[src/mm_pkg.sv]
// Package: shared constants, types and helpers for the matrix multiply block.
package mm_pkg;

  localparam int MAX_DIM     = 16;
  localparam int DATA_W      = 32;
  localparam int IDX_W       = 4;
  localparam int CFG_W       = 5;
  localparam int CFG_IDX_W   = 2;
  localparam int OP_W        = 2;
  localparam int DIM_W       = $clog2(MAX_DIM + 1);
  localparam int KIDX_W      = $clog2(MAX_DIM);
  localparam int STORE_DEPTH = MAX_DIM * MAX_DIM;
  localparam int ADDR_W      = $clog2(STORE_DEPTH);
  localparam int CMP_W       = (CFG_W > DIM_W) ? ((CFG_W > IDX_W) ? CFG_W : IDX_W)
                                               : ((DIM_W > IDX_W) ? DIM_W : IDX_W);
  localparam int CMDQ_DEPTH  = 2;

  localparam logic [OP_W-1:0] OP_LOAD_A = 2'd0;
  localparam logic [OP_W-1:0] OP_LOAD_B = 2'd1;
  localparam logic [OP_W-1:0] OP_QUERY  = 2'd2;

  localparam logic [CFG_IDX_W-1:0] CFG_ROWS_A    = 2'd0;
  localparam logic [CFG_IDX_W-1:0] CFG_INNER_DIM = 2'd1;
  localparam logic [CFG_IDX_W-1:0] CFG_COLS_B    = 2'd2;

  typedef enum logic [1:0] {
    CMD_LOAD_A,
    CMD_LOAD_B,
    CMD_QUERY,
    CMD_QUERY_ERR
  } cmd_kind_e;

  typedef enum logic [1:0] {
    ST_IDLE,
    ST_RUN,
    ST_DRAIN
  } back_state_e;

  typedef struct packed {
    cmd_kind_e         kind;
    logic [IDX_W-1:0]  row;
    logic [IDX_W-1:0]  col;
    logic [DIM_W-1:0]  n;
    logic [DATA_W-1:0] value;
  } cmd_t;

  function automatic logic [DIM_W-1:0] eff_dim(input logic [CFG_W-1:0] r);
    if (CMP_W'(r) > CMP_W'(MAX_DIM)) begin
      return DIM_W'(MAX_DIM);
    end
    return DIM_W'(r);
  endfunction

  function automatic logic idx_lt(input logic [IDX_W-1:0] idx, input logic [DIM_W-1:0] d);
    return CMP_W'(idx) < CMP_W'(d);
  endfunction

  function automatic logic [ADDR_W-1:0] store_addr(input logic [IDX_W-1:0] r,
                                                   input logic [IDX_W-1:0] c);
    logic [ADDR_W+IDX_W-1:0] full_addr;
    full_addr = (ADDR_W+IDX_W)'(r) * (ADDR_W+IDX_W)'(MAX_DIM) + (ADDR_W+IDX_W)'(c);
    return full_addr[ADDR_W-1:0];
  endfunction

endpackage

[src/mm_front.sv]
// Front end: configuration registers, item decode, range checks, command issue.
module mm_front (
  input  logic                         clk_i,
  input  logic                         rst_ni,
  input  logic                         cfg_valid_i,
  input  logic [mm_pkg::CFG_IDX_W-1:0] cfg_index_i,
  input  logic [mm_pkg::CFG_W-1:0]     cfg_data_i,
  input  logic                         push_i,
  input  logic                         full_i,
  input  logic [mm_pkg::OP_W-1:0]      op_i,
  input  logic [mm_pkg::IDX_W-1:0]     row_i,
  input  logic [mm_pkg::IDX_W-1:0]     col_i,
  input  logic [mm_pkg::DATA_W-1:0]    value_i,
  output logic                         cmd_push_o,
  output mm_pkg::cmd_t                 cmd_o
);
  import mm_pkg::*;

  logic [CFG_W-1:0] rows_a_q, inner_dim_q, cols_b_q;
  logic [DIM_W-1:0] m, n, q;
  logic             cmd_ok;

  always_ff @(posedge clk_i or negedge rst_ni) begin
    if (!rst_ni) begin
      rows_a_q    <= CFG_W'(1);
      inner_dim_q <= CFG_W'(1);
      cols_b_q    <= CFG_W'(1);
    end else if (cfg_valid_i) begin
      case (cfg_index_i)
        CFG_ROWS_A:    rows_a_q    <= cfg_data_i;
        CFG_INNER_DIM: inner_dim_q <= cfg_data_i;
        CFG_COLS_B:    cols_b_q    <= cfg_data_i;
        default: ;
      endcase
    end
  end

  assign m = eff_dim(rows_a_q);
  assign n = eff_dim(inner_dim_q);
  assign q = eff_dim(cols_b_q);

  always_comb begin
    cmd_ok      = 1'b0;
    cmd_o.kind  = CMD_QUERY;
    cmd_o.row   = row_i;
    cmd_o.col   = col_i;
    cmd_o.n     = n;
    cmd_o.value = value_i;
    case (op_i)
      OP_LOAD_A: begin
        cmd_o.kind = CMD_LOAD_A;
        cmd_ok     = idx_lt(row_i, m) && idx_lt(col_i, n);
      end
      OP_LOAD_B: begin
        cmd_o.kind = CMD_LOAD_B;
        cmd_ok     = idx_lt(row_i, n) && idx_lt(col_i, q);
      end
      OP_QUERY: begin
        cmd_ok     = 1'b1;
        cmd_o.kind = (idx_lt(row_i, m) && idx_lt(col_i, q)) ? CMD_QUERY : CMD_QUERY_ERR;
      end
      default: cmd_ok = 1'b0;
    endcase
  end

  assign cmd_push_o = push_i && !full_i && cmd_ok;

endmodule

[config.mk]
export PLATFORM = sky130hd
export DESIGN_NAME = mm_front
export DESIGN_NICKNAME = d
export VERILOG_FILES = /design/src/mm_pkg.sv /design/src/mm_front.sv
export SDC_FILE = /design/constraint.sdc
export NUM_CORES = 1
export LEC_CHECK = 0
export ABC_CLOCK_PERIOD_IN_PS = 3400
export BUFFER_PORTS_ARGS = -buffer_cell sky130_fd_sc_hd__buf_4
export CAP_MARGIN = 20
export CORE_MARGIN = 3
export CORE_UTILIZATION = 43
export CTS_CLUSTER_SIZE = 40
export DETAILED_ROUTE_END_ITERATION = 12
export GPL_TIMING_DRIVEN = 0
export PLACE_DENSITY = 0.89
export SLEW_MARGIN = 20
export SYNTH_ARGS = -nofsm -noshare
export SYNTH_HDL_FRONTEND = slang
export SYNTH_SLANG_ARGS = --single-unit
export TNS_END_PERCENT = 1
[constraint.sdc]
create_clock -name clk_i -period 3.4 [get_ports clk_i]
set_input_delay 0.51 -clock clk_i [delete_from_list [all_inputs] [get_ports clk_i]]
set_output_delay 0.51 -clock clk_i [all_outputs]
set_load 0.005 [all_outputs]
==> results.txt <==
Delay-heaviest family, CP: compound AO/OA/AOI/OAI gates
Core area: 2810 um2
Synth top area share: 23.2%
Least-Margin Pin Slew: 0.426 ns
Synthesized area: 1300 um2
Crit-path max FO: 6
First-pass GRT wire length: 4.54 mm
PortBufs: 69
Register area: 379 um2
Crit path DAT: 2.06 ns
Fin nets: 272
Final wirelength: 3.17 mm
Layout Skew: 0 ns
DRC violations left: 0
Routed WL per cell: 13.4 um
Finished Cell Area: 1880 um2
Hold Fails Final Rpt: 0
Die area: 3710 um2
Max VDD drop: 0.284 mV
Worst Setup End Kind: primary output
Crit path buf inv count: 1
Clock Latency Late Sink: 0.27 ns
Fraction of the yosys area taken by sequential cells: 29.2%
Worst r2r dst: inner_dim_q[4]
I/O Pins: 102
Inserted Diodes: 0
CTS tree: built
Reg-to-Reg Start: inner_dim_q[4]
CP max stage cell: dfrtp_1
Final setup vio count: 0
Clock Pin Slew Worst Setup and Hold Paths: 0.09 ns
Commonest non-fill, non-tap cell in the layout: buf_4
Worst min-delay path category: in2async
Pins Over Slew Limit: 0
DP Area: 1850 um2
Status: finished clean
Critical-path cell list: nand2b_1 > ha_1 > a2111o_1 > a31oi_1 > o31ai_1 > a21oi_2 > buf_4
Number of nets with antenna violations after routing: 0
FMAX: 390 MHz
Top post-synthesis cells by area: buf_4 (23%), dfrtp_1 (23%), mux2_2 (13%), ha_1 (12%), nand2b_1 (7.2%)
Post-CTS setup buffers: 0
Tot GR Track Use: 16.3%
RSZ-0062 raised after global routing: false
Share of cells above drive strength 1: 64.9%
Reg2Reg Depth: 1
Initial antenna violation count: 0
Req. time, crit path: 2.89 ns
Leakage Power: 0.000988 uW
Die W: 60.9 um
Mean Syn Cell Area: 9.82 um2
Hold buffers post-CTS: 0
Synth unique cells: 23
DRT Pass-1 Iters: 4
Post-Route Setup TNS: 0 ns
CP max stage delay: 0.44 ns
Clock sink count: 15
Fillers: 256
Post-DP HPWL: 2.86 mm
Syn. warnings: 0
Vias per cell: 4.76
Die H: 60.9 um
Routability Congestion: 0.779
Clk root buf: clkbuf_4
H-Tree Level Count: 1
GR Overflow Total: 0
Vias in the first global route: 1,041
Mapped Cells: 132
Post-synth net total: 198
R2R Setup Slk: 2.56 ns
PD cells: 322 nW/um2
Initial drt markers: 17
Largest net degree at the start of global routing: 16
Via count: 1,123
CTS resizes: 0
PnR worst setup slack: 0.834 ns
Initial Utilization: 46.2%
Most frequent cells in the layout: buf_4 (109), nand2b_1 (15), mux2_2 (15), ha_1 (12), dfrtp_1 (12)
Critical path launch point type: register
Multi-input logic area: 591 um2
Setup WS pre-CTS: 1.07 ns
Post-synth top area cell: buf_4
Post-synthesis register bit count: 15
Total CTS buffers: 3
Num rows: 19
P&R area growth vs syn: 45.1%
CTS Buffer Depth: 2
Min cycle time layout: 2.57 ns
Max Cap Violations: 0
Slew Limit Headroom: 71.5%
Final cycle utilization of the critical path: 75.5%
Kind of critical path: reg2out
[routing by layer]
metal	up-vias	share of wire, %	GRT usage (%)
li1	555	-	-
met1	499	34	16.8
met2	63	52	31.8
met3	6	13	3.62
met4	0	1.5	5.57
met5	-	0	0
[cells in the mapped netlist]
cell	instances
nor3b_2	1
a2111o_1	1
a221o_1	1
nor2_1	4
inv_1	5
nor2b_1	1
mux2_2	15
nand2_1	2
buf_4	40
nand3b_1	3
o21a_1	1
ha_1	12
clkbuf_1	2
o31ai_1	2
dfstp_2	3
a21oi_1	2
o21ai_0	6
nand2b_1	15
a21oi_2	1
a211oi_1	1
a31oi_1	1
nor3b_1	1
dfrtp_1	12
[through the flow]
stage,hold slack (ns),std cells,util (%),power (uW)
final,0.0606,236,67.0,606
after global routing,0.0571,236,67.0,659
after CTS,0.0592,236,67.0,615
after detailed placement,0.369,232,66.1,516
after global placement,0.369,232,66.1,508
after floorplan,0.214,132,-,398
[area by class of cell]
| cell class | instances | share of cell area, % |
|---|---|---|
| inverter | 5 | 0.998 |
| timing repair buffer | 69 | 27.5 |
| tap | 31 | 2.06 |
| clock buffer | 3 | 1.20 |
| multi-input combinational | 70 | 31.4 |
| sequential | 15 | 20.2 |
| buffer | 42 | 16.4 |
| clock inverter | 1 | 0.266 |
[where the power goes]
group / leakage [uW] / internal [uW] / switching (uW)
clock: 0.0000177 / 43.6 / 53.7
combinational: 0.000797 / 168 / 99.1
sequential: 0.000174 / 217 / 24.9
total: 0.000988 / 428 / 178
[logic make-up (layout without fill, tap and decap cells)]
| logic type | after synthesis | after routing | share of synthesized area [%] |
|---|---|---|---|
| AO/OA/AOI/OAI | 16 | 16 | 8.21 |
| adder cells (fa/ha/maj) | 12 | 12 | 11.6 |
| buffers and inverters | 47 | 120 | 25.2 |
| flip-flops | 15 | 15 | 29.2 |
| multiplexers | 15 | 15 | 13.0 |
| AND/OR/NAND/NOR | 27 | 27 | 12.7 |
[how the worst max path moves through the flow]
stage / endpoint / slack (ns) / depth (start not counted) / start
4_1_cts: cmd_push_o / 0.81 / 7 / rows_a_q[4]
3_5_place_dp: cmd_push_o / 1.07 / 7 / row_i[1]
2_1_floorplan: cmd_push_o / 1.37 / 6 / rows_a_q[4]
6_report: cmd_push_o / 0.83 / 7 / rows_a_q[4]
3_3_place_gp: cmd_o[45] / 1.08 / 8 / col_i[1]
5_1_grt: cmd_push_o / 0.65 / 8 / inner_dim_q[4]
[flip-flops by register name, indices dropped and copies added (netlist names)]
register     flops
rows_a_q         5
cols_b_q         5
inner_dim_q      5
Power figures use the tool's default switching activity.
