## src/mm_pkg.sv

```systemverilog
// Package: shared constants, types and helpers for the matrix multiply block.
package mm_pkg;

  localparam int MAX_DIM     = 16;
  localparam int DATA_W      = 32;
  localparam int IDX_W       = 4;
  localparam int CFG_W       = 5;
  localparam int CFG_IDX_W   = 2;
  localparam int OP_W        = 2;
  localparam int DIM_W       = $clog2(MAX_DIM + 1);
  localparam int KIDX_W      = $clog2(MAX_DIM);
  localparam int STORE_DEPTH = MAX_DIM * MAX_DIM;
  localparam int ADDR_W      = $clog2(STORE_DEPTH);
  localparam int CMP_W       = (CFG_W > DIM_W) ? ((CFG_W > IDX_W) ? CFG_W : IDX_W)
                                               : ((DIM_W > IDX_W) ? DIM_W : IDX_W);
  localparam int CMDQ_DEPTH  = 2;

  localparam logic [OP_W-1:0] OP_LOAD_A = 2'd0;
  localparam logic [OP_W-1:0] OP_LOAD_B = 2'd1;
  localparam logic [OP_W-1:0] OP_QUERY  = 2'd2;

  localparam logic [CFG_IDX_W-1:0] CFG_ROWS_A    = 2'd0;
  localparam logic [CFG_IDX_W-1:0] CFG_INNER_DIM = 2'd1;
  localparam logic [CFG_IDX_W-1:0] CFG_COLS_B    = 2'd2;

  typedef enum logic [1:0] {
    CMD_LOAD_A,
    CMD_LOAD_B,
    CMD_QUERY,
    CMD_QUERY_ERR
  } cmd_kind_e;

  typedef enum logic [1:0] {
    ST_IDLE,
    ST_RUN,
    ST_DRAIN
  } back_state_e;

  typedef struct packed {
    cmd_kind_e         kind;
    logic [IDX_W-1:0]  row;
    logic [IDX_W-1:0]  col;
    logic [DIM_W-1:0]  n;
    logic [DATA_W-1:0] value;
  } cmd_t;

  function automatic logic [DIM_W-1:0] eff_dim(input logic [CFG_W-1:0] r);
    if (CMP_W'(r) > CMP_W'(MAX_DIM)) begin
      return DIM_W'(MAX_DIM);
    end
    return DIM_W'(r);
  endfunction

  function automatic logic idx_lt(input logic [IDX_W-1:0] idx, input logic [DIM_W-1:0] d);
    return CMP_W'(idx) < CMP_W'(d);
  endfunction

  function automatic logic [ADDR_W-1:0] store_addr(input logic [IDX_W-1:0] r,
                                                   input logic [IDX_W-1:0] c);
    logic [ADDR_W+IDX_W-1:0] full_addr;
    full_addr = (ADDR_W+IDX_W)'(r) * (ADDR_W+IDX_W)'(MAX_DIM) + (ADDR_W+IDX_W)'(c);
    return full_addr[ADDR_W-1:0];
  endfunction

endpackage

```

## src/mm_cmd_fifo.sv

```systemverilog
// Short command queue between front end and back end.
module mm_cmd_fifo (
  input  logic         clk_i,
  input  logic         rst_ni,
  input  logic         push_i,
  input  mm_pkg::cmd_t cmd_i,
  output logic         full_o,
  input  logic         pop_i,
  output logic         valid_o,
  output mm_pkg::cmd_t cmd_o
);
  import mm_pkg::*;

  localparam int PTR_W = (CMDQ_DEPTH > 1) ? $clog2(CMDQ_DEPTH) : 1;
  localparam int CNT_W = $clog2(CMDQ_DEPTH + 1);

  cmd_t             mem_q [CMDQ_DEPTH];
  logic [PTR_W-1:0] wr_ptr_q, wr_ptr_d, rd_ptr_q, rd_ptr_d;
  logic [CNT_W-1:0] cnt_q, cnt_d;
  logic             do_push, do_pop;

  assign full_o  = (cnt_q == CNT_W'(CMDQ_DEPTH));
  assign valid_o = (cnt_q != '0);
  assign cmd_o   = mem_q[rd_ptr_q];
  assign do_push = push_i && !full_o;
  assign do_pop  = pop_i && valid_o;

  always_comb begin
    wr_ptr_d = wr_ptr_q;
    rd_ptr_d = rd_ptr_q;
    cnt_d    = cnt_q;
    if (do_push) begin
      wr_ptr_d = (wr_ptr_q == PTR_W'(CMDQ_DEPTH - 1)) ? '0 : wr_ptr_q + PTR_W'(1);
    end
    if (do_pop) begin
      rd_ptr_d = (rd_ptr_q == PTR_W'(CMDQ_DEPTH - 1)) ? '0 : rd_ptr_q + PTR_W'(1);
    end
    if (do_push && !do_pop) begin
      cnt_d = cnt_q + CNT_W'(1);
    end else if (!do_push && do_pop) begin
      cnt_d = cnt_q - CNT_W'(1);
    end
  end

  always_ff @(posedge clk_i or negedge rst_ni) begin
    if (!rst_ni) begin
      wr_ptr_q <= '0;
      rd_ptr_q <= '0;
      cnt_q    <= '0;
    end else begin
      wr_ptr_q <= wr_ptr_d;
      rd_ptr_q <= rd_ptr_d;
      cnt_q    <= cnt_d;
    end
  end

  always_ff @(posedge clk_i) begin
    if (do_push) begin
      mem_q[wr_ptr_q] <= cmd_i;
    end
  end

endmodule

```

## config.mk

```make
export PLATFORM = sky130hd
export DESIGN_NAME = mm_cmd_fifo
export DESIGN_NICKNAME = d
export VERILOG_FILES = /design/src/mm_pkg.sv /design/src/mm_cmd_fifo.sv
export SDC_FILE = /design/constraint.sdc
export NUM_CORES = 1
export LEC_CHECK = 0
export ABC_AREA = 1
export BUFFER_PORTS_ARGS = -buffer_cell sky130_fd_sc_hd__buf_2
export CAP_MARGIN = 25
export CORE_MARGIN = 5
export CORE_UTILIZATION = 55
export DETAILED_ROUTE_END_ITERATION = 12
export HOLD_SLACK_MARGIN = 0.15
export PLACE_DENSITY = 0.83
export SLEW_MARGIN = 20
export SYNTH_ARGS = -nofsm -noshare
export SYNTH_HDL_FRONTEND = slang
export SYNTH_SLANG_ARGS = --single-unit
export TNS_END_PERCENT = 30
```

## constraint.sdc

```tcl
create_clock -name clk_i -period 5.3 [get_ports clk_i]
set_input_delay 1.06 -clock clk_i [delete_from_list [all_inputs] [get_ports clk_i]]
set_output_delay 1.06 -clock clk_i [all_outputs]
set_load 0.03 [all_outputs]
```

==> reports/metrics.cfg, run 1 <==
[placed_design]
io_buffers=99
dpl.cell_count=444
hpwl_mm=4.26
place.gp.congestion=0.723

[timing]
fmax_mhz=295
worst_pin_slew_ps=861
max_slew_margin_pct=42.6
clock-skew-final_ps=8.69
finalHoldViolations=0
rsz0062_at_grt=false
setup_tns_ps=0
layout_min_cycle_time_ps=3390
period_share_pct=64.0
finalSetupViolCount=0
finalMaxSlewViolations=0

[worst_setup_path]
crit_buf_inv=2
path_common_cell=nand2_1
crit_slowest_cell=dfrtp_2
slowest_delay_ps=920
criticalPathCategory=reg2out
crit_required_ps=4240
end_kind=primary output
path_delay_family=flip-flops
crit_chain=inv_2 > nand2_1 > nand2_1 > buf_2
crit_path_max_fanout=49
start_kind=flip-flop
cp.arrival_ps=2330

[synthesis]
yosys.area_share.simple_pct=16.4
synth_mux_area_share_pct=0
ys_seq_elements=98
syn-instance-count=277
synth_fp_nets=329
ys_warn_count=0
synth_top_family_by_area=simple AND/OR/NAND/NOR gates
ys_types=13
synth.top_cell.area_share_pct=77.6
synth_compound_area_share_pct=0.138
synth_area_leader_cell=edfxtp_1
synth_area_per_cell_um2=13.1
ys_seq_area_share_pct=80.4
synthXorXnorAreaFrac_pct=0.241
yosys-top-cells-area=edfxtp_1 (78%), nand2_1 (16%), dfrtp_1 (2.8%)
syn_area_mm2=0.00364
synthAdderAreaFrac_pct=0.344

[grt]
antenna_found_initial=0
track_usage_pct=16.1
busiest_layer=met2
grt.met3_usage_pct=4.88
grt_pass1_wl_mm=10.5
grt_use_met1_pct=20.1
grt_util_met2_pct=26.4
grt_pass1_vias=2215
grt_overflow=0
grt_max_degree=50

[floorplanning]
fp.dieW_um=91.3
start_util_pct=57.0
num_rows=29
num_io_pins=100
core_region_area_mm2=0.00639
die_h_um=91.3
dieArea_mm2=0.00834

[cts]
post_cts_buffers=0
cts_made_buffers=9
clock_latency_ps=350
clock-sinks=98
cts_root_buf=clkbuf_8
post_cts_resized=0
hold_buffers=0
tritoncts=built
max-clock-path-buffers=2
htreeDepth=3
cts.clk_slew.worst_paths_ps=80

[pwr]
ir_drop_v=0.000437
p_leak_nw=1.95
p_per_area_mw_per_mm2=613

[routing]
finalWirelength_mm=6.68
ant_nets=0
avgRoutedWirePerCell_um=14.5
drc=0
firstDrtPassIters=4
viasPerCell=4.93
vias=2271
drt_iter0_drc=73

[cells_and_area]
fin_cells=461
drive_above_1_share_pct=30.7
area_delta_synth_final_pct=21.7
num-fill-cells=478
antenna_cells=0
final_nets=431

[job]
max_cap_viol_count=0

[outcome]
outcome=finished, final reports clean

[min_path]
min_path_type=reg2reg

## per-layer routing
layer | share of wire (%) | vias up
met5 | 0 | -
met4 | 1.3 | 0
met3 | 7.9 | 9
met2 | 50 | 86
met1 | 41 | 1053
li1 | - | 1123
## tightest hold or removal path, stage by stage, from the launching register on
cell	delay [ps]
dfrtp_1	360
nand2_1	50
nand2_1	40
## per-stage QoR
step                util (%)  worst slack (ps)  power, W  hold slack, ps  instance area [µm²]
CTS                     69.0              1860   0.00273             482                 4410
global route            69.3              1710   0.00287             475                 4430
detailed placement      65.5              2260   0.00221             461                 4190
floorplan                  -              1710   0.00191             442                 3640
finish                  69.3              1910   0.00271             481                 4430
global placement        65.5              2280   0.00219             457                 4190
## final timing paths
check                                     start                     end  slack [ps]  cells past startpoint
max                        rd_ptr_q$_DFFE_PN0P_               cmd_o[21]        1910                      4
min                        cnt_q[1]$_DFFE_PN0P_    cnt_q[1]$_DFFE_PN0P_         480                      2
max reg2reg                cnt_q[1]$_DFFE_PN0P_  mem_q[1][24]$_DFFE_PP_        3270                      4
min reg2reg                cnt_q[1]$_DFFE_PN0P_    cnt_q[1]$_DFFE_PN0P_         480                      2
max in group asynchronous                rst_ni    rd_ptr_q$_DFFE_PN0P_        4680                      1
min in group asynchronous                rst_ni    cnt_q[1]$_DFFE_PN0P_         500                      1
## cell usage in the layout, fill, tap and decap left out
cell type,instances
nand2_1,152
buf_2,99
edfxtp_1,94
clkbuf_8,11
inv_1,6
clkbuf_1,3
dfrtp_1,3
inv_2,2
nor2_1,2
nand3_1,2
bufinv_16,2
o21ai_0,1
nor2_4,1
xnor2_1,1
nand4_1,1
ha_1,1
buf_12,1
buf_4,1
dfrtp_2,1
## where the power goes
group	total, W	internal [W]	switching [W]
Combinational	0.00104	0.000265	0.000771
Sequential	0.00115	0.00106	0.0000973
Clock	0.000523	0.000293	0.000231
## flip-flops by register name, summed over array words and instances, names as in the netlist
name      cells
wr_ptr_q      1
rd_ptr_q      1
cnt_q         2
mem_q        94
## cell type report
type | instances | area [µm²] | area share [%]
clock buffer | 14 | 163 | 3.67
clock inverter | 2 | 60.1 | 1.36
inverter | 8 | 30.0 | 0.678
multi-input combinational | 161 | 632 | 14.3
sequential | 98 | 2920 | 66.0
tap | 77 | 96.3 | 2.18
timing repair buffer | 101 | 523 | 11.8
## cells in the mapped netlist
| library cell | count |
|---|---|
| xnor2_1 | 1 |
| inv_1 | 7 |
| nand4_1 | 1 |
| o21ai_0 | 1 |
| nor2_1 | 3 |
| buf_2 | 6 |
| buf_4 | 4 |
| inv_2 | 1 |
| ha_1 | 1 |
| nand2_1 | 152 |
| edfxtp_1 | 94 |
| dfrtp_1 | 4 |
| nand3_1 | 2 |
## cell families after synthesis
kind of cell	Yosys count
compound gates	1
xor+xnor	1
fa+ha+maj	1
buf+inv	18
flops	98
simple gates	158
Note: power is estimated with default switching activity, not from simulation.
==> run 2, diff against run 1 <==
--- a/config.mk
+++ b/config.mk
@@ -9,10 +9,10 @@
 export BUFFER_PORTS_ARGS = -buffer_cell sky130_fd_sc_hd__buf_2
 export CAP_MARGIN = 25
 export CORE_MARGIN = 5
-export CORE_UTILIZATION = 55
+export CORE_UTILIZATION = 46
 export DETAILED_ROUTE_END_ITERATION = 12
 export HOLD_SLACK_MARGIN = 0.15
-export PLACE_DENSITY = 0.83
+export PLACE_DENSITY = 0.74
 export SLEW_MARGIN = 20
 export SYNTH_ARGS = -nofsm -noshare
 export SYNTH_HDL_FRONTEND = slang
==> constraint.sdc (replaced) <==
create_clock -name clk_i -period 3.01 [get_ports clk_i]
set_input_delay 0.602 -clock clk_i [delete_from_list [all_inputs] [get_ports clk_i]]
set_output_delay 0.602 -clock clk_i [all_outputs]
set_load 0.03 [all_outputs]
==> run 2 against run 1 <==
- register-to-register slack worse by 2100 ps
- cell count is 6.1% higher
- setup slack worse by 1200 ps
- sequential share of layout area fell by 0.59 points
- clock skew rose by 0.61 ps
- non-clock buffer count up 4
- global-route usage shrank 1.8 points
- largest cell class unchanged
==> reports/metrics.cfg, run 2 (synthesis results as in run 1) <==
[outcome]
outcome=finished, final reports clean

[cts]
cts_made_buffers=9  ; unchanged
post_cts_resized=0  ; unchanged
tritoncts=built
cts_root_buf=clkbuf_8
htreeDepth=3  ; unchanged
clock_latency_ps=340  ; about the same
max-clock-path-buffers=2  ; unchanged
clock-sinks=98  ; unchanged
post_cts_buffers=0  ; unchanged
hold_buffers=1  ; +1
cts.clk_slew.worst_paths_ps=80  ; about the same

[worst_setup_path]
cp.arrival_ps=1650  ; -680 ps
crit_path_max_fanout=20  ; -59%
end_kind=primary output
slowest_delay_ps=410  ; -510 ps
start_kind=flip-flop
criticalPathCategory=reg2out
path_common_cell=nand2_1
crit_chain=inv_2 > buf_4 > nand2_1 > nand2_1 > buf_2
crit_slowest_cell=dfrtp_2
crit_required_ps=2410  ; -1830 ps

[timing]
worst_pin_slew_ps=644  ; -216 ps
rsz0062_at_grt=false
holdWs_ps=445  ; -36.4 ps
max_slew_margin_pct=57.0  ; +14 points
fmax_mhz=444
setup_tns_ps=0  ; unchanged
finalHoldViolations=0  ; unchanged
clock-skew-final_ps=9.30  ; +0.613 ps
finalMaxSlewViolations=0  ; unchanged
period_share_pct=74.9
layout_min_cycle_time_ps=2250
finalSetupViolCount=0  ; unchanged

[grt]
antenna_found_initial=1  ; +1
grt_overflow=0  ; unchanged
grt_pass1_vias=2198  ; -0.77%
grt_pass1_wl_mm=10.7  ; +2.3%
track_usage_pct=14.3  ; -1.8 points
grt_max_degree=49  ; -2.0%

[cells_and_area]
largest_register=mem_q
num-fill-cells=646  ; +35%
final_nets=435  ; +0.93%
top_regs=mem_q (94), cnt_q (2)
final_cell_mix=nand2_1 (152), buf_2 (99), edfxtp_1 (94)
antenna_cells=0  ; unchanged
fin_cells=489  ; +6.1%
fin_area_mm2=0.00447  ; +0.90%
largest_register_ffs=94  ; unchanged
final_common_cell=nand2_1
drive_above_1_share_pct=30.7  ; about the same
area_delta_synth_final_pct=22.8

[floorplanning]
start_util_pct=47.1  ; -9.9 points
dieArea_mm2=0.00979  ; +17%
core_region_area_mm2=0.00773  ; +21%
num_io_pins=100  ; unchanged
num_rows=32  ; +10%
fp.dieW_um=98.9  ; +8.3%
die_h_um=98.9  ; +8.3%

[placed_design]
dpl.cell_count=473  ; +6.5%
hpwl_mm=4.53  ; +6.3%
place.gp.congestion=0.748  ; +3.4%
io_buffers=99  ; unchanged
placed_area_mm2=0.00426  ; +1.8%

[routing]
firstDrtPassIters=4  ; unchanged
ant_nets=0  ; unchanged
viasPerCell=4.60  ; -6.7%
drt_iter0_drc=82  ; +12%
avgRoutedWirePerCell_um=13.9  ; -3.8%
drc=0  ; unchanged
vias=2247  ; -1.1%
finalWirelength_mm=6.81  ; +2.0%

[pwr]
p_per_area_mw_per_mm2=1060  ; +73%
ir_drop_v=0.000574  ; +31%
total_power_w=0.00474  ; +75%
p_leak_nw=1.96  ; +0.31%

[job]
max_cap_viol_count=0  ; unchanged

[min_path]
min_path_type=in2reg

## run 2: changes by cell type in the layout (fill, tap and decap cells not counted), sizes merged
cell	delta
clkbuf	-3
dlygate4sd3	+1
buf	+3
clkinv	+2
## run 2: worst max-delay path, delay by kind of cell, from the launching register on
kind                   cells  cell delay (ps)
buffers and inverters      3              750
flip-flops                 1              410
AND/OR/NAND/NOR            2              160
## run 2: path summary, 6_finish.rpt
check                                      from                      to  slack, ps  depth (start not counted)
setup / recovery           rd_ptr_q$_DFFE_PN0P_               cmd_o[11]        760                          5
hold / removal                         cmd_i[4]   mem_q[0][4]$_DFFE_PP_        440                          1
setup reg to reg           cnt_q[1]$_DFFE_PN0P_  mem_q[0][30]$_DFFE_PP_       1170                          6
hold reg to reg            cnt_q[1]$_DFFE_PN0P_    cnt_q[1]$_DFFE_PN0P_        480                          2
max in group asynchronous                rst_ni    rd_ptr_q$_DFFE_PN0P_       2220                          2
min in group asynchronous                rst_ni    wr_ptr_q$_DFFE_PN0N_        640                          2
## run 2: power breakdown
part	total, W	leakage, nW	switching [W]	internal, W
Sequential	0.00194	0.921	0.0000779	0.00186
Combinational	0.00195	0.937	0.00147	0.000485
Clock	0.000851	0.0985	0.000392	0.000459
Total	0.00474	1.96	0.00194	0.00281
## run 2: layout make-up
| type | instances | area, µm² | area share [%] |
|---|---|---|---|
| Inverter | 8 | 30.0 | 0.672 |
| Timing Repair Buffer | 105 | 556 | 12.4 |
| Clock inverter | 4 | 67.6 | 1.51 |
| Multi-Input combinational cell | 161 | 632 | 14.1 |
| Clock buffer | 11 | 131 | 2.94 |
| Sequential cell | 98 | 2920 | 65.4 |
| Tap cell | 102 | 128 | 2.86 |
## run 2: metrics by stage
| step | setup slack (ps) | util (%) |
|---|---|---|
| after floorplan | 647 | - |
| after global placement | 1020 | 55.1 |
| after detailed placement | 989 | 55.1 |
| after CTS | 710 | 57.8 |
| after global routing | 596 | 57.8 |
| final | 756 | 57.8 |
## run 2: routing by layer
metal  routed length, µm  vias to the layer above  global-route usage [%]
li1                    -                     1128                       -
met1                2940                     1028                    17.6
met2                3180                       76                    22.6
met3                 537                       13                    4.95
met4                 147                        2                    6.83
met5                  10                        -                       0
==> run 3, diff against run 2 <==
==> constraint.sdc (replaced) <==
create_clock -name clk_i -period 1.9 [get_ports clk_i]
set_input_delay 0.38 -clock clk_i [delete_from_list [all_inputs] [get_ports clk_i]]
set_output_delay 0.38 -clock clk_i [all_outputs]
set_load 0.03 [all_outputs]
==> run 3 against run 2 <==
- critical endpoint is now cmd_o[23]
- first-iteration DRC count fell by 37%
- die area did not move
- critical path type unchanged
- core utilization rose by 1.6 points
- sequential power rose by 59%
- global-route usage fell by 0.35 points
==> reports/metrics.cfg, run 3 (synthesis results as in run 1) <==
[cts]
tritoncts=built
cts.clk_slew.worst_paths_ps=90  ; about the same
htreeDepth=3  ; unchanged
cts_made_buffers=9  ; unchanged
clock_latency_ps=350  ; about the same
clock-sinks=98  ; unchanged
max-clock-path-buffers=2  ; unchanged
cts_root_buf=clkbuf_8

[cells_and_area]
drive_above_1_share_pct=32.5  ; +1.7 points
fin_cells=496  ; +1.4%
final_cell_mix=nand2_1 (152), buf_2 (98), edfxtp_1 (94)
num-fill-cells=629  ; -2.6%
top_regs=mem_q (94), cnt_q (2)
largest_register_ffs=94  ; unchanged
antenna_cells=0  ; unchanged
final_nets=441  ; +1.4%
regArea_mm2=0.00292  ; unchanged
utilization_pct=59.4  ; +1.6 points
area_delta_synth_final_pct=26.2
final_common_cell=nand2_1
multi_input_area_um2=632  ; unchanged
largest_register=mem_q

[routing]
drt_iter0_drc=52  ; -37%
firstDrtPassIters=4  ; unchanged
ant_nets=0  ; unchanged
avgRoutedWirePerCell_um=13.4  ; -3.9%
drc=0  ; unchanged
vias=2312  ; +2.9%
viasPerCell=4.66  ; +1.4%
finalWirelength_mm=6.64  ; -2.5%

[worst_setup_path]
end_kind=primary output
start_kind=flip-flop
r2r-start=cnt_q[1]$_DFFE_PN0P_
criticalPathCategory=reg2out
startpoint=rd_ptr_q$_DFFE_PN0P_
cp.arrival_ps=1420  ; -230 ps
crit_path_max_fanout=48  ; +140%
crit_required_ps=1520  ; -890 ps

[placed_design]
place.gp.congestion=0.761  ; +1.8%
hpwl_mm=4.46  ; -1.5%
dpl.cell_count=475  ; +0.42%
io_buffers=99  ; unchanged
dp_slack_ps=308  ; -681 ps

[floorplanning]
dieArea_mm2=0.00979  ; unchanged
num_rows=32  ; unchanged
start_util_pct=47.1  ; unchanged
num_io_pins=100  ; unchanged
fp.dieW_um=98.9  ; unchanged
die_h_um=98.9  ; unchanged
core_region_area_mm2=0.00773  ; unchanged

[pwr]
p_sw_share_pct=40.5  ; -0.38 points
p_comb_share_pct=42.3  ; +1.1 points
p_sw_w=0.00315  ; +63%
p_leak_nw=2.01  ; +2.8%
p_per_area_mw_per_mm2=1700  ; +60%
pwr-share-seq_pct=39.6  ; -1.3 points
p_int_w=0.00463  ; +65%
ir_drop_v=0.000809  ; +41%
clkPwrFrac_pct=18.1  ; +0.2 points

[timing]
fmax_mhz=555
max_slew_margin_pct=70.6  ; +14 points
worst_pin_slew_ps=437  ; -208 ps
setup_tns_ps=0  ; unchanged
layout_min_cycle_time_ps=1800
finalSetupViolCount=0  ; unchanged
finalMaxSlewViolations=0  ; unchanged
holdWs_ps=214  ; -230 ps
worst_slack_ps=99.0  ; -657 ps
clock-skew-final_ps=9.94  ; +0.634 ps
finalHoldViolations=0  ; unchanged
period_share_pct=94.8

[min_path]
holdCritStartpoint=cmd_i[15]
min_path_type=in2reg

[grt]
track_usage_pct=13.9  ; -0.35 points
grt_pass1_wl_mm=10.7  ; -0.51%
grt_pass1_vias=2339  ; +6.4%
antenna_found_initial=1  ; unchanged
grt_max_degree=49  ; unchanged
grt_overflow=0  ; unchanged

[job]
max_cap_viol_count=0  ; unchanged

[outcome]
outcome=finished, final reports clean

==> run 3: stage by stage <==
stage / cell area (µm²) / power, W
after global placement: 4310 / 0.00632
after CTS: 4540 / 0.00778
final: 4590 / 0.00778
after detailed placement: 4310 / 0.00636
after global routing: 4590 / 0.00827
after floorplan: 3640 / 0.00532
==> run 3: metal layers <==
layer	wire [µm]	GRT usage [%]
met4	136	5.99
met3	545	4.95
met5	11	0
met1	2700	16.5
met2	3240	23.0
==> run 3: repair_timing <==
item | CTS | global route
endpoints found under the setup margin | 47 | 47
hold buffers | 1 | 0
resized for setup | 2 | 6
setup buffers | 0 | 4
endpoints found under the hold margin | 4 | 0
==> run 3: cell type report <==
class | count | area share [%]
clock buffer | 9 | 2.70
clock inverter | 7 | 2.02
inverter | 8 | 0.818
multi-input combinational | 161 | 13.8
sequential | 98 | 63.7
tap | 102 | 2.78
timing repair buffer | 111 | 14.2
==> run 3: worst paths after layout <==
kind	end	slack, ps	cells past startpoint
max	cmd_o[23]	100	4
min	mem_q[0][15]$_DFFE_PP_	210	1
max reg2reg	mem_q[0][39]$_DFFE_PP_	460	6
min reg2reg	cnt_q[1]$_DFFE_PN0P_	480	2
max in group asynchronous	rd_ptr_q$_DFFE_PN0P_	1390	2
min in group asynchronous	wr_ptr_q$_DFFE_PN0N_	370	2
==> run 3: worst max-delay path, cell delays in order, from the launching register on <==
cell and delay (ps):
dfrtp_2 450, buf_12 230, nand2_1 90, nand2_1 80, buf_2 200
==> run 3: power by group through the flow <==
| stage | combinational (W) | clock [W] | sequential (W) |
|---|---|---|---|
| finish | 0.00329 | 0.00141 | 0.00308 |
| global route | 0.00360 | 0.00156 | 0.00312 |
| CTS | 0.00326 | 0.00145 | 0.00307 |
| detailed placement | 0.00325 | 0 | 0.00311 |
| global placement | 0.00322 | 0 | 0.00310 |
| floorplan | 0.00222 | 0 | 0.00310 |
